**config.mk**
```make
export PLATFORM = sky130hd
export DESIGN_NAME = ism_front
export DESIGN_NICKNAME = d
export VERILOG_FILES = /design/src/hdl/ism_pkg.sv /design/src/hdl/ism_front.sv
export SDC_FILE = /design/constraint.sdc
export NUM_CORES = 1
export LEC_CHECK = 0
export BUFFER_PORTS_ARGS = -buffer_cell sky130_fd_sc_hd__buf_2
export CAP_MARGIN = 20
export CORE_MARGIN = 8
export CORE_UTILIZATION = 57
export CTS_BUF_LIST = sky130_fd_sc_hd__clkbuf_4 sky130_fd_sc_hd__clkbuf_8 sky130_fd_sc_hd__clkbuf_16
export DETAILED_ROUTE_END_ITERATION = 7
export MAX_ROUTING_LAYER = met4
export PLACE_DENSITY = 0.79
export RECOVER_POWER = 25
export SYNTH_ARGS = -nofsm -noshare
export SYNTH_HDL_FRONTEND = slang
export SYNTH_SLANG_ARGS = --single-unit
```
**constraint.sdc**
```tcl
create_clock -name i_clk -period 2.9 [get_ports i_clk]
set_input_delay 0.29 -clock i_clk [delete_from_list [all_inputs] [get_ports i_clk]]
set_output_delay 0.29 -clock i_clk [all_outputs]
set_load 0.01 [all_outputs]
```
**src/hdl/ism_pkg.sv**
```systemverilog
package ism_pkg;

    localparam int VAL_W  = 31;
    localparam int MAG_W  = 30;
    localparam int Q_DEPTH = 4;
    localparam logic [MAG_W-1:0] MAG_RESET = 30'd1000000000;

    typedef enum logic [3:0] {
        OP_START  = 4'd0,
        OP_NUM    = 4'd1,
        OP_POP    = 4'd2,
        OP_INV    = 4'd3,
        OP_DUP    = 4'd4,
        OP_SWP    = 4'd5,
        OP_ADD    = 4'd6,
        OP_SUB    = 4'd7,
        OP_MUL    = 4'd8,
        OP_DIV    = 4'd9,
        OP_MOD    = 4'd10,
        OP_FINISH = 4'd11
    } t_op;

    typedef struct packed {
        t_op                      op;
        logic signed [VAL_W-1:0]  operand;
    } t_item;

    typedef struct packed {
        logic  valid;
        t_item item;
    } t_front_out;

    typedef enum logic [2:0] {
        S_IDLE,
        S_CHECK,
        S_DIV,
        S_FILL
    } t_state;

endpackage

```
**src/hdl/ism_front.sv**
```systemverilog
module ism_front import ism_pkg::*; (
    input  logic                     i_clk,
    input  logic                     i_rst_n,
    input  logic                     i_push,
    input  logic [3:0]               i_op,
    input  logic signed [VAL_W-1:0]  i_operand,
    output logic                     o_full,
    output t_front_out               o_out,
    input  logic                     i_take
);

    localparam int QAW = $clog2(Q_DEPTH);

    t_item            r_mem [Q_DEPTH];
    logic [QAW-1:0]   r_wp, r_rp;
    logic [QAW:0]     r_cnt;
    logic             accept, enq, deq;

    assign o_full = (r_cnt == (QAW+1)'(Q_DEPTH));
    assign accept = i_push && !o_full;
    // drop unused op codes here: they change nothing
    assign enq    = accept && (i_op <= 4'(OP_FINISH));
    assign deq    = i_take && (r_cnt != '0);

    always_ff @(posedge i_clk) begin
        if (!i_rst_n) begin
            r_wp  <= '0;
            r_rp  <= '0;
            r_cnt <= '0;
        end else begin
            if (enq) begin
                r_wp <= r_wp + 1'b1;
            end
            if (deq) begin
                r_rp <= r_rp + 1'b1;
            end
            r_cnt <= r_cnt + (QAW+1)'(enq) - (QAW+1)'(deq);
        end
    end

    always_ff @(posedge i_clk) begin
        if (enq) begin
            r_mem[r_wp] <= '{op: t_op'(i_op), operand: i_operand};
        end
    end

    assign o_out.valid = (r_cnt != '0);
    assign o_out.item  = r_mem[r_rp];

endmodule

```
# Word-level counts from Yosys, hierarchy flattened
# Memories as Yosys holds them, arrays and structs flattened. A register that Yosys moved wholly into a read port is not among the register bits.
# Cells that the tools add are included.
# word_totals
out_inout_bits	37
mem_bits_ro	0
inputBits	39
register_bits	7
latchBits	0
elab_cells	19
memories	1
mem_bits_rw	140
# memory_table
name	depth	width	read_ports	rd_ports_with_merged_regs	wr	line_no	rtl
r_mem	4	35	1	1	1	ism_front.sv:14	t_item r_mem [Q_DEPTH];
# op_classes
mux	4
div	0
multipliers	0
eq_ne	1
n_lt_le_gt_ge	1
n_bitwise	0
n_reduce_logical	5
shift	0
add_sub_neg	4
# ops
operator	count
$add A2 B1 Y2 const B	2
$le A4 B4 Y1 const B	1
$mux W2	2
$add A3 B1 Y3	1
$eq A3 B3 Y1 const B	1
$logic_and A1 B1 Y1	3
$reduce_bool A3 Y1	1
$sub A3 B1 Y3	1
$mux W1	2
$logic_not A1 Y1	1

# Depth between registers and ports, before layout
# depth
ltp_word	6
ltp_mapped	11
ltp_nobuf	11

# Worst setup path before layout
# No wires, ideal clock.
# synth_path
path_type	reg2reg
start	reg r_cnt[1]
end	reg r_cnt[2]
stages_incl_launch_ff	12
setup_time_ns	0.115
synth_period_minus_slack_ns	2.325
arrival_time_ns	2.210
n_path_buf	0
path_slack_ns	0.575
required_time_ns	2.785
path_cell_list	dfxtp_1 nor3b_2 a211oi_4 inv_1 ha_1 inv_1 ha_1 inv_1 fa_1 xnor2_1 xnor2_1 and2_1
# synth_via
elab_chain_len	6
elab_cells_between_ends	8
classes_between	add/sub (2); eq/ne (1); reduce/logical (5)
# synth_rtl
item	line_no	rtl
from (decl)	ism_front.sv:16	logic [QAW:0] r_cnt;
from (signal assigned)	ism_front.sv:37	r_cnt <= r_cnt + (QAW+1)'(enq) - (QAW+1)'(deq);
$eq A3 B3 Y1	ism_front.sv:19	assign o_full = (r_cnt == (QAW+1)'(Q_DEPTH));
via o_full	ism_front.sv:7	output logic o_full,
$logic_not A1 Y1	ism_front.sv:20	assign accept = i_push && !o_full;
$logic_and A1 B1 Y1	ism_front.sv:20	
$logic_and A1 B1 Y1	ism_front.sv:22	assign enq = accept && (i_op <= 4'(OP_FINISH));
$add A3 B1 Y3	ism_front.sv:37	
$sub A3 B1 Y3	ism_front.sv:37	
# The timed path passes the listed nets, and every way through them passes these cells.
# A chain may end at the register's enable or synchronous reset.

# Worst setup path in the final report
# layout_path
start	reg r_cnt[1]
end	reg r_cnt[2]
# layout_via
elab_chain_len	6
elab_cells_between_ends	8
classes_between	add/sub (2); eq/ne (1); reduce/logical (5)
# layout_rtl
item	line_no
$eq A3 B3 Y1	ism_front.sv:19
$logic_not A1 Y1	ism_front.sv:20
$logic_and A1 B1 Y1	ism_front.sv:20
$logic_and A1 B1 Y1	ism_front.sv:22
$add A3 B1 Y3	ism_front.sv:37
$sub A3 B1 Y3 (*)	ism_front.sv:37
# Mark *: on every way between the ends. The rest lies on a longest branch, timed or not.

==> run metrics <==
status completed; nets@finish 403; Syn Std Cell Area 0.005600 mm^2; CTS clk-pin slew, worst paths 0.06 ns; hold_sp i_operand[14]; average wire per standard cell 20.88 um; crit path DAT 2.91 ns; count of final setup violators 0; most used cell, CP inv_1; sequential area share after synthesis 78.28%; Iteration-0 DRC Markers 145; Post-Syn Nets 277; Avg Inst Size Synth 24.24 um^2; First-pass DRT Iterations 4; Worst EP required 3.31 ns; max frequency 400.1 MHz; DIE WIDTH 115.1 um; CP cell instances nor3b_2, a211oi_4, inv_1, ha_1, inv_1, ha_1, inv_1, fa_1, xnor2_1, xnor2_1, and2_1; initial antenna violation count 0; fin. max-slew vios 0; Initial Util 58.10%; share of layout cells above drive strength 1 35.95%; worst hold path depth 1; CORE AREA 0.009639 mm^2; final setup TNS 0 ns; Power per Cell Area 840.6 mW/mm^2; Worst R2R Path Depth 11; Clock Tree Buf Depth 2; Port Buffers 75; pre-CTS setup slack 0.3693 ns; Final min period 2.499 ns; P&R area growth vs syn 25.18%; Max-Cap Viols 0; Worst Tran Pin Value 0.6333 ns; vias per cell 5.336; clk_lat worst skew 0.51 ns; commonest cells after routing, fill and taps aside edfxtp_1 (140), buf_2 (53), dlygate4sd3_1 (32); vias in the first global route 2984; Rows 36; Hold Violations, Final 0; crit path capture type flip-flop; HP Class input pin to flip-flop; post-DP HPWL 6039 um; Detail Route Antenna Nets 0; Worst Setup Path Type flip-flop to flip-flop; CP max stage delay 0.48 ns; commonest non-fill, non-tap cell in the layout edfxtp_1; Layout Skew 0.005960 ns; TritonCTS Buffers 17; Top Ports 76; RSZ-0062 raised after global routing false; pin count of the biggest net entering global routing 29; relative slew slack 57.78%; synth unique cells 22; hold path endpoint r_mem[1][14]$_DFFE_PP_; GR Overflow Total 0; Post-Route WL 10500 um; ant diodes 0; P_leak 2.388 nW; Total GRT Usage 17.79%; Root Buffer Master clkbuf_8; reg2reg end r_cnt[2]$_SDFF_PN0_; reg-to-reg critical path startpoint r_cnt[1]$_SDFF_PN0_; routability cong. 0.6874; period utilization 86.18%; CTS-repair resized insts 0; critical-path maximum fanout 7; Chip Height 115.1 um; yosys warns 0; setup slack after layout 0.4008 ns; H-Tree Depth 4; DR vias 2684; first-pass GRT wire length 16360 um; Worst VDD drop 0.4898 mV; Worst path slowest cell dfxtp_1; clk sinks 149; CTS tree done; #FFs+latches synth 149; CP Launch Type flip-flop; r2r setup slk 0.40 ns; Post-Syn Instances 231; Die ar. 0.01325 mm^2; DRC Markers 0
==> metal layers <==
layer	vias to the layer above	GRT usage (%)	wire length, um
met5	-	-	0
met4	0	7.356	210
met3	13	5.200	483
met2	88	29.77	5663
met1	1367	19.60	4145
li1	1216	-	-
==> synth_stat cells <==
cell        n  area share, %
a211oi_4    1           0.36
and2_1      7           0.78
buf_12      3            1.1
buf_2       3           0.27
buf_6       1           0.20
clkbuf_1    1          0.067
clkbuf_2    1          0.089
dfxtp_1     9            3.2
edfxtp_1  140             75
fa_1        1           0.36
ha_1        6            1.3
inv_1       6           0.40
mux2i_1     2           0.36
mux4_1      5            2.3
mux4_2     30             12
nand2_1     4           0.27
nor2b_1     3           0.34
nor3b_2     1           0.22
o311ai_2    1           0.29
o31a_1      1           0.16
or3_1       1           0.11
xnor2_1     4           0.63
==> through the flow <==
stage / instances / instance area, um^2 / utilization, % / hold slack, ns / total power [mW]
2_1_floorplan: 231 / 5600 / - / 0.3889 / 3.505
3_3_place_gp: 439 / 6160 / 63.90 / 0.4809 / 3.861
3_5_place_dp: 439 / 6160 / 63.90 / 0.4961 / 3.894
4_1_cts: 503 / 7038 / 73.01 / 0.001378 / 5.960
5_1_grt: 503 / 7010 / 72.73 / 0.09126 / 6.151
6_report: 503 / 7010 / 72.73 / 0.09294 / 5.893
==> logic make-up after synthesis <==
kind of cell	Yosys count	synth area share, %
buf+inv	15	2.100
simple gates	16	1.720
xor+xnor	4	0.6255
fa+ha+maj	7	1.698
flops	149	78.28
compound gates	3	0.8044
mux	37	14.77
==> critical path, delay by kind of cell (launching register included) <==
family / cells / cell delay [ns]
DFF: 1 / 0.48
buffers and inverters: 3 / 0.19
adders and majority gates: 3 / 0.82
and+or+nand+nor: 2 / 0.28
xor gates and xnor gates: 2 / 0.27
AOI/OAI and AO/OA: 1 / 0.36
==> sequential cells by signal, summed over array words and instances, names as in the netlist, named ones only <==
name	count
r_wp	2
r_cnt	3
r_mem	140
r_rp	2
==> cell type report <==
| cell class | count | area [um^2] |
|---|---|---|
| Sequential cell | 149 | 4387 |
| Fill cell | 609 | 2629 |
| Multi-Input combinational cell | 67 | 1104 |
| Timing Repair Buffer | 116 | 773.2 |
| Clock buffer | 17 | 414.1 |
| Tap cell | 133 | 166.4 |
| Clock inverter | 15 | 143.9 |
| Inverter | 6 | 22.52 |
==> where the power goes <==
part | switching [mW] | total [mW] | internal [mW]
Clock | 0.873 | 2.03 | 1.16
Combinational | 0.553 | 1.18 | 0.628
Sequential | 0.135 | 2.68 | 2.55
Total | 1.56 | 5.89 | 4.33
==> how the worst max path moves through the flow <==
| stage | slack, ns | end | from |
|---|---|---|---|
| final | 0.40 | r_cnt[2]$_SDFF_PN0_ | r_cnt[1]$_SDFF_PN0_ |
| after CTS | 0.33 | o_out[29] | flip-flop |
| after global routing | 0.19 | r_cnt[2]$_SDFF_PN0_ | r_cnt[1]$_SDFF_PN0_ |
| after floorplan | 0.58 | r_cnt[2]$_SDFF_PN0_ | r_cnt[1]$_SDFF_PN0_ |
| after global placement | 0.50 | r_cnt[2]$_SDFF_PN0_ | r_cnt[1]$_SDFF_PN0_ |
| after detailed placement | 0.37 | r_cnt[2]$_SDFF_PN0_ | r_cnt[1]$_SDFF_PN0_ |
==> what timing repair did <==
item / in CTS / in global routing
endpoints found under the hold margin: 128 / 0
buffers inserted: 0 / 0
hold buffers: 32 / 0
Note: power is estimated with default switching activity, not from simulation.
